$ cat src/rtl/core/qsu_pkg.sv
// Shared types, codes and helpers for the quoted string unescaper.
`timescale 1ns / 1ps

package qsu_pkg;

  typedef struct packed {
    logic [7:0] in_byte;
    logic       end_of_data;
  } in_item_t;

  typedef struct packed {
    logic [2:0] out_kind;
    logic [7:0] out_value;
  } out_item_t;

  localparam logic [2:0] KIND_BYTE      = 3'd0;
  localparam logic [2:0] KIND_CLOSED    = 3'd1;
  localparam logic [2:0] KIND_BAD_START = 3'd2;
  localparam logic [2:0] KIND_CONTROL   = 3'd3;
  localparam logic [2:0] KIND_BAD_ESC   = 3'd4;
  localparam logic [2:0] KIND_BAD_HEX   = 3'd5;
  localparam logic [2:0] KIND_EARLY_END = 3'd6;

  localparam logic [7:0] CH_TAB       = 8'h09;
  localparam logic [7:0] CH_LF        = 8'h0A;
  localparam logic [7:0] CH_CR        = 8'h0D;
  localparam logic [7:0] CH_SPACE     = 8'h20;
  localparam logic [7:0] CH_DQUOTE    = 8'h22;
  localparam logic [7:0] CH_SQUOTE    = 8'h27;
  localparam logic [7:0] CH_BACKSLASH = 8'h5C;
  localparam logic [7:0] CH_B         = 8'h62;
  localparam logic [7:0] CH_F         = 8'h66;
  localparam logic [7:0] CH_N         = 8'h6E;
  localparam logic [7:0] CH_R         = 8'h72;
  localparam logic [7:0] CH_T         = 8'h74;
  localparam logic [7:0] CH_X         = 8'h78;
  localparam logic [7:0] CH_BS_CODE   = 8'h08;
  localparam logic [7:0] CH_FF_CODE   = 8'h0C;

  typedef struct packed {
    logic       ok;
    logic [3:0] nibble;
  } hex_digit_t;

  function automatic hex_digit_t hex_decode(input logic [7:0] c);
    hex_digit_t d;
    d.ok     = 1'b1;
    d.nibble = 4'd0;
    if (c >= 8'h30 && c <= 8'h39) begin
      d.nibble = c[3:0];
    end else if ((c >= 8'h61 && c <= 8'h66) || (c >= 8'h41 && c <= 8'h46)) begin
      d.nibble = c[3:0] + 4'd9;
    end else begin
      d.ok = 1'b0;
    end
    return d;
  endfunction

endpackage

$ cat src/rtl/core/quoted_string_unescaper.sv
// Top level of the quoted string unescaper.
`timescale 1ns / 1ps

// Decodes quoted strings from a byte stream, one byte per transfer. Between
// strings, blanks, tabs and CRs are skipped; a double or single quote opens a
// string, and each decoded byte comes out as kind 0 with its value. The
// matching quote gives kind 1; errors (bad start byte, control byte, bad
// escape, bad hex digit, end of data) give kinds 2 to 6 with a zero value and
// return the block to seeking. Opening quote, skip, backslash, the x of \x,
// the \x high digit and \CR bytes produce no result. An input register feeds
// the decoder state machine, whose result register accepts a new value
// whenever it is empty or being read, so a byte can be taken every cycle
// while out_ready stays high; the result register follows the input register.
module quoted_string_unescaper (
  input  logic               clk,
  input  logic               rst_n,
  input  logic               in_valid,
  output logic               in_ready,
  input  qsu_pkg::in_item_t  in_data,
  output logic               out_valid,
  input  logic               out_ready,
  output qsu_pkg::out_item_t out_data
);

  logic              take;
  logic              item_valid;
  qsu_pkg::in_item_t item;

  qsu_in_stage u_in_stage (
    .clk        (clk),
    .rst_n      (rst_n),
    .in_valid   (in_valid),
    .in_ready   (in_ready),
    .in_data    (in_data),
    .take       (take),
    .item_valid (item_valid),
    .item       (item)
  );

  qsu_decoder u_decoder (
    .clk        (clk),
    .rst_n      (rst_n),
    .item_valid (item_valid),
    .item       (item),
    .take       (take),
    .out_valid  (out_valid),
    .out_ready  (out_ready),
    .out_data   (out_data)
  );

endmodule

$ cat src/rtl/core/qsu_in_stage.sv
// Input register stage: holds one accepted transfer for the decoder.
`timescale 1ns / 1ps

module qsu_in_stage (
  input  logic             clk,
  input  logic             rst_n,
  input  logic             in_valid,
  output logic             in_ready,
  input  qsu_pkg::in_item_t in_data,
  input  logic             take,
  output logic             item_valid,
  output qsu_pkg::in_item_t item
);

  logic              vld_r;
  qsu_pkg::in_item_t data_r;

  assign in_ready   = !vld_r || take;
  assign item_valid = vld_r;
  assign item       = data_r;

  always_ff @(posedge clk) begin
    if (!rst_n) begin
      vld_r <= 1'b0;
    end else if (in_valid && in_ready) begin
      vld_r  <= 1'b1;
      data_r <= in_data;
    end else if (take) begin
      vld_r <= 1'b0;
    end
  end

endmodule

$ cat src/rtl/core/qsu_decoder.sv
// Per-byte string decoder state machine with registered result.
`timescale 1ns / 1ps

module qsu_decoder (
  input  logic               clk,
  input  logic               rst_n,
  input  logic               item_valid,
  input  qsu_pkg::in_item_t  item,
  output logic               take,
  output logic               out_valid,
  input  logic               out_ready,
  output qsu_pkg::out_item_t out_data
);

  typedef enum logic [2:0] {
    SEEK, TAKE, ESC, ESC_CR, HEX0, HEX1, HEX1_BAD
  } mode_t;

  mode_t              mode_r, mode_nxt;
  logic               single_r, single_nxt;
  logic [3:0]         nib_r, nib_nxt;
  logic               out_valid_r;
  qsu_pkg::out_item_t out_data_r;

  logic               emit;
  logic [2:0]         kind;
  logic [7:0]         value;
  logic [7:0]         c;
  logic [7:0]         term;
  qsu_pkg::hex_digit_t hd;

  assign take      = item_valid && (!out_valid_r || out_ready);
  assign out_valid = out_valid_r;
  assign out_data  = out_data_r;

  assign c    = item.in_byte;
  assign term = single_r ? qsu_pkg::CH_SQUOTE : qsu_pkg::CH_DQUOTE;
  assign hd   = qsu_pkg::hex_decode(item.in_byte);

  always_comb begin
    mode_nxt   = mode_r;
    single_nxt = single_r;
    nib_nxt    = nib_r;
    emit       = 1'b0;
    kind       = qsu_pkg::KIND_BYTE;
    value      = 8'd0;
    if (item.end_of_data) begin
      mode_nxt = SEEK;
      emit     = 1'b1;
      kind     = qsu_pkg::KIND_EARLY_END;
    end else begin
      unique case (mode_r)
        TAKE: begin
          emit = 1'b1;
          if (c == qsu_pkg::CH_BACKSLASH) begin
            mode_nxt = ESC;
            emit     = 1'b0;
          end else if (c < qsu_pkg::CH_SPACE) begin
            mode_nxt = SEEK;
            kind     = qsu_pkg::KIND_CONTROL;
          end else if (c == term) begin
            mode_nxt = SEEK;
            kind     = qsu_pkg::KIND_CLOSED;
          end else begin
            value = c;
          end
        end
        ESC: begin
          emit     = 1'b1;
          mode_nxt = TAKE;
          if (c == qsu_pkg::CH_CR) begin
            mode_nxt = ESC_CR;
            emit     = 1'b0;
          end else if (c == qsu_pkg::CH_X) begin
            mode_nxt = HEX0;
            nib_nxt  = 4'd0;
            emit     = 1'b0;
          end else if (c == term || c == qsu_pkg::CH_BACKSLASH) begin
            value = c;
          end else if (c == qsu_pkg::CH_B) begin
            value = qsu_pkg::CH_BS_CODE;
          end else if (c == qsu_pkg::CH_F) begin
            value = qsu_pkg::CH_FF_CODE;
          end else if (c == qsu_pkg::CH_N || c == qsu_pkg::CH_LF) begin
            value = qsu_pkg::CH_LF;
          end else if (c == qsu_pkg::CH_R) begin
            value = qsu_pkg::CH_CR;
          end else if (c == qsu_pkg::CH_T) begin
            value = qsu_pkg::CH_TAB;
          end else begin
            mode_nxt = SEEK;
            kind     = qsu_pkg::KIND_BAD_ESC;
          end
        end
        ESC_CR: begin
          emit = 1'b1;
          if (c == qsu_pkg::CH_LF) begin
            mode_nxt = TAKE;
            value    = qsu_pkg::CH_LF;
          end else begin
            mode_nxt = SEEK;
            kind     = qsu_pkg::KIND_BAD_ESC;
          end
        end
        HEX0: begin
          if (hd.ok) begin
            nib_nxt  = hd.nibble;
            mode_nxt = HEX1;
          end else begin
            nib_nxt  = 4'd0;
            mode_nxt = HEX1_BAD;
          end
        end
        HEX1: begin
          emit = 1'b1;
          if (hd.ok) begin
            mode_nxt = TAKE;
            value    = {nib_r, hd.nibble};
          end else begin
            mode_nxt = SEEK;
            kind     = qsu_pkg::KIND_BAD_HEX;
          end
        end
        HEX1_BAD: begin
          emit     = 1'b1;
          mode_nxt = SEEK;
          kind     = qsu_pkg::KIND_BAD_HEX;
        end
        default: begin
          mode_nxt = SEEK;
          if (c == qsu_pkg::CH_SPACE || c == qsu_pkg::CH_TAB || c == qsu_pkg::CH_CR) begin
            emit = 1'b0;
          end else if (c == qsu_pkg::CH_DQUOTE || c == qsu_pkg::CH_SQUOTE) begin
            single_nxt = (c == qsu_pkg::CH_SQUOTE);
            mode_nxt   = TAKE;
          end else begin
            emit = 1'b1;
            kind = qsu_pkg::KIND_BAD_START;
          end
        end
      endcase
    end
  end

  always_ff @(posedge clk) begin
    if (!rst_n) begin
      mode_r      <= SEEK;
      single_r    <= 1'b0;
      nib_r       <= 4'd0;
      out_valid_r <= 1'b0;
    end else if (take) begin
      mode_r      <= mode_nxt;
      single_r    <= single_nxt;
      nib_r       <= nib_nxt;
      out_valid_r <= emit;
      out_data_r  <= '{out_kind: kind, out_value: value};
    end else if (out_ready) begin
      out_valid_r <= 1'b0;
    end
  end

endmodule

$ cat config.mk
export PLATFORM = sky130hd
export DESIGN_NAME = quoted_string_unescaper
export DESIGN_NICKNAME = d
export VERILOG_FILES = /design/src/rtl/core/qsu_pkg.sv /design/src/rtl/core/quoted_string_unescaper.sv /design/src/rtl/core/qsu_in_stage.sv /design/src/rtl/core/qsu_decoder.sv
export SDC_FILE = /design/constraint.sdc
export NUM_CORES = 1
export LEC_CHECK = 0
export BUFFER_PORTS_ARGS = -buffer_cell sky130_fd_sc_hd__buf_2
export CORE_UTILIZATION = 33
export DETAILED_ROUTE_END_ITERATION = 6
export PLACE_DENSITY = 0.56
export SYNTH_ARGS = -nofsm -noshare
export SYNTH_HDL_FRONTEND = slang
export SYNTH_SLANG_ARGS = --single-unit
$ cat constraint.sdc
create_clock -name clk -period 5.63 [get_ports clk]
set_input_delay 1.126 -clock clk [delete_from_list [all_inputs] [get_ports clk]]
set_output_delay 1.126 -clock clk [all_outputs]
set_load 0.02 [all_outputs]
### Word level (Yosys, flattened, before mapping)

Index checks and enable logic that the tools add are counted.

| storage, ports and cells | value |
|---|---|
| register bits | 30 |
| bits in read-only memories | 0 |
| output and inout port bits | 13 |
| bits in latches | 0 |
| memories kept | 0 |
| bits in writable memories | 0 |

| operators by class | value |
|---|---|
| reductions and logical operators | 25 |
| magnitude comparators | 7 |
| $mul | 0 |
| add/sub/neg operators | 1 |
| div/mod/pow operators | 0 |
| shift-type cells | 0 |
| muxes and demuxes | 68 |
| bitwise logic cells | 3 |
| equal/unequal tests | 23 |

Operators with widths:

| kind | number |
|---|---|
| $mux 8 | 11 |
| $mux 3 | 26 |
| $eq 8x7->1 const B | 7 |
| $pmux 3 s6 | 2 |
| $pmux 8 s4 | 1 |
| $mux 4 | 7 |
| $eq 8x4->1 const B | 3 |
| $eq 8x6->1 const B | 3 |
| $mux 1 | 17 |
| $ge 8x7->1 const B | 2 |
| $le 8x7->1 const B | 2 |
| $reduce_and 5->1 | 2 |
| $eq 3x3->1 const B | 3 |
| $eq 8x8->1 | 1 |
| $ge 8x6->1 const B | 1 |
| $le 8x6->1 const B | 1 |
| $logic_or 1x1->1 | 8 |
| $lt 8x6->1 const B | 1 |
| $pmux 4 s2 | 1 |
| $eq 3x2->1 const B | 2 |
| $reduce_and 2->1 | 3 |
| $reduce_bool 2->1 | 3 |
| $reduce_or 6->1 | 1 |
| $logic_and 1x1->1 | 5 |
| 10 further kinds | 14 |

### Longest topological paths before layout

| depth | value |
|---|---|
| depth after elaboration | 11 |
| depth in mapped cells | 8 |

### Hierarchy

A second synthesis with hierarchy kept.

| unflattened totals | value |
|---|---|
| cells, all modules | 225 |
| area, all modules | 2009.4 µm² |

By module, submodules not included:

| module | times used | cells an instance | area an instance (µm²) | sequential area each (µm²) |
|---|---|---|---|---|
| qsu_decoder | 1 | 211 | 1687.9 | 510.5 |
| qsu_in_stage | 1 | 14 | 321.6 | 290.3 |

### Least setup slack after synthesis

No wires, ideal clock.

| path | value |
|---|---|
| path type | input port to output port |
| start | input out_ready |
| end | output in_ready |
| data required time | 4.504 ns |
| arrival time | 1.407 ns |
| path slack | 3.097 ns |
| buffers on the path | 0 |
| stages | 2 |
| cell sequence | nor2b_1 nand2_1 |

| on the way | value |
|---|---|
| cells in the longest elaborated chain, start to end | 3 |

RTL lines:

| what | RTL line | text |
|---|---|---|
| start, declared | quoted_string_unescaper.sv:21 | `input logic out_ready,` |
| $logic_or 1x1->1 | qsu_decoder.sv:32 | `assign take = item_valid && (!out_valid_r \|\| out_ready);` |
| $logic_and 1x1->1 | qsu_decoder.sv:32 |  |
| $logic_or 1x1->1 | qsu_in_stage.sv:18 | `assign in_ready = !vld_r \|\| take;` |
| end, declared | quoted_string_unescaper.sv:18 | `output logic in_ready,` |

No other way between the ends.

### Worst setup path in the final report

Same ends and word-level chain as after synthesis.

==> key figures <==
Yosys
  • Mapped Area: 0.00203 mm2
  • Yosys top cell area share: 0.296
  • Gate Count Post-Synth: 215
  • EDFF count, synth: 20
  • Number of synthesis warnings: 0
  • Post-synthesis cell type count: 63
  • Synthesized area per cell: 9.43 um2
  • Top area cells in the synthesized netlist: edfxtp_1, dfxtp_1, a21oi_1
  • Synthesized flop and latch total: 30
  • Sequential area share after synthesis: 0.395
  • Most numerous cell in the Yosys netlist: edfxtp_1
  • Post-synthesis async set-or-reset flop share: 0
  • Cell taking the most area after synthesis: edfxtp_1
  • List of most frequent post-synthesis cells: edfxtp_1, nor2_1, a21oi_1, nand2_1
  • Syn Nets: 232
  • Most used DFF post-synth: edfxtp_1

Final layout
  • N_diodes: 0
  • Post-layout util: 0.378
  • Area Overhead vs Synth: 10.5%
  • Final #Nets: 253
  • Layout cell share with drive strength beyond 1: 0.186
  • Fin area: 0.00224 mm2

Place
  • Port bufs: 25
  • Area after DPL: 0.00216 mm2
  • Gpl congestion: 0.882
  • Final HPWL from detailed placement: 3.71 mm

STA
  • RSZ-0062 raised after global routing: no
  • Final hold vios: 0
  • Setup_tns: 0 ps
  • Final setup fails: 0
  • Clock skew: 13.9 ps
  • Max-slew violations: 0
  • Min cycle time layout: 2730 ps
  • Final period utilization: 0.485
  • Relative slew slack: 0.452
  • Actual slew at the worst max-slew pin: 819 ps
  • WHS: 521 ps
  • Fmax: 0.367 GHz

Route
  • DR DRC count: 1
  • Vias/cell: 5.72
  • Initial DRC count: 209
  • Via count: 1784
  • Drt pass-1 iters: 7
  • DRT Wirelength: 5.06 mm
  • Wirelength per Cell: 16.2 um
  • Post-route ant nets: 0

Die
  • # IOs: 26
  • Die W: 80.4 um
  • Die Y: 80.4 um
  • Std cell rows: 28
  • Core Region: 0.00592 mm2
  • Die ar.: 0.00646 mm2
  • Initial Util: 0.343

Setup path
  • Reg-to-reg slack, setup: 3010 ps
  • CP max FO: 2
  • Startpoint types: input pin
  • Crit. End Element: primary output
  • Crit Path Category: in2out
  • Worst Path Required: 4500 ps
  • Worst path arrival time: 1600 ps

Clocking
  • CTS H-Tree Depth: 2
  • Sink Count: 30
  • Skew-Pair Late Insertion Delay: 290 ps
  • Resized Gates After CTS: 0
  • # Post-CTS Setup Buffers: 0
  • Reg clk slew, reported paths: 60 ps
  • Cts hold-fix bufs: 0
  • CTS tree: built
  • CTS root buffer: clkbuf_8
  • Cts bufs inserted: 5
  • Clock Path Buffers: 2

Power and ir drop
  • Peak supply drop: 0.0000901 V
  • Pwr Total: 452 uW
  • P_leak: 0.752 nW
  • PwrDens: 202 mW/mm2

GRT
  • Gr ovfl total: 0
  • Initial antenna violation count: 0
  • Vias in the first global route: 1618
  • First-pass GRT wire length: 8.35 mm
  • Largest net degree at the start of global routing: 23
  • GRT Util Overall: 0.171

Run
  • Max-cap violations: 0

Run status
  • Status: finished with violations
  • Failing checks: DRC

Min path
  • Hold WC Path Type: reg2reg
power by group:
| part | internal (mW) | switching (mW) | total, mW |
|---|---|---|---|
| Combinational | 0.0139 | 0.0214 | 0.0353 |
| Sequential | 0.241 | 0.0100 | 0.251 |
| Clock | 0.0848 | 0.0812 | 0.166 |
| Total | 0.339 | 0.113 | 0.452 |
metal layers:
layer / wire length (um) / up-vias / global-route usage / share of wire
met5: 0 / - / 0 / 0
met4: 121 / 0 / 0.0839 / 0.024
met3: 419 / 11 / 0.0386 / 0.083
met2: 2230 / 105 / 0.253 / 0.44
met1: 2290 / 800 / 0.233 / 0.45
li1: - / 868 / - / -
critical path, cell delays in order:
cell	delay (ps)
buf_2	100
nor2b_1	130
nand2_1	80
buf_2	160
logic make-up (layout without fill, tap and decap cells):
kind of cell | after synthesis | after routing | synth area share
buffers and inverters | 20 | 42 | 0.0617
adder cells (fa/ha/maj) | 4 | 4 | 0.0247
flip-flops | 30 | 30 | 0.395
XOR/XNOR | 1 | 1 | 0.00432
AO/OA/AOI/OAI | 68 | 68 | 0.251
multiplexers | 2 | 2 | 0.0105
AND/OR/NAND/NOR | 90 | 90 | 0.253
stage by stage:
stage / std cells / setup slack, ps
final: 312 / 2900
after global routing: 312 / 2820
after detailed placement: 304 / 2900
after CTS: 312 / 2900
after global placement: 304 / 2920
after floorplan: 215 / 3100
path summary, 6_finish.rpt:
check                           cells past startpoint                    end               start
worst max-delay path                                4               in_ready           out_ready
worst min-delay path                                2     u_decoder.nib_r[0]  u_decoder.nib_r[0]
worst max register to register                      7  u_decoder.out_data[2]  u_in_stage.item[2]
worst min register to register                      2     u_decoder.nib_r[0]  u_decoder.nib_r[0]
area by class of cell:
type,count,area (um2)
multi-input combinational,165,1100
clock inverter,2,8.76
clock buffer,6,72.6
timing repair buffer,26,133
tap,75,93.8
inverter,8,30.0
sequential,30,801
fill,611,3680
flip-flops by register name, indices dropped and copies added, names as in the netlist:
register / flops
u_decoder.mode_r: 3
u_decoder.nib_r: 4
u_decoder.out_valid: 1
u_in_stage.item_valid: 1
u_decoder.out_data: 11
u_decoder.single_r: 1
u_in_stage.item: 9
cells in the final DEF (no fill, tap or decap), drive strengths merged, types with 2 or more instances in the layout:
master and count:
nand2 14, o31a 2, ha 4, and3 5, clkbuf 6, a311oi 2, o311ai 2, a21oi 14
nor3b 3, clkinv 2, a21o 4, buf 26, nor2 17, and2 2, o21a 2, o2111ai 2
nand2b 5, edfxtp 20, nor3 10, dfxtp 10, nand4b 3, o211ai 3, inv 8, o21ai 13
nand3 6, or3 5, nor4b 2, nor2b 7, a22oi 5, nor4 5, a31oi 4
(Power assumes the default switching activity.)
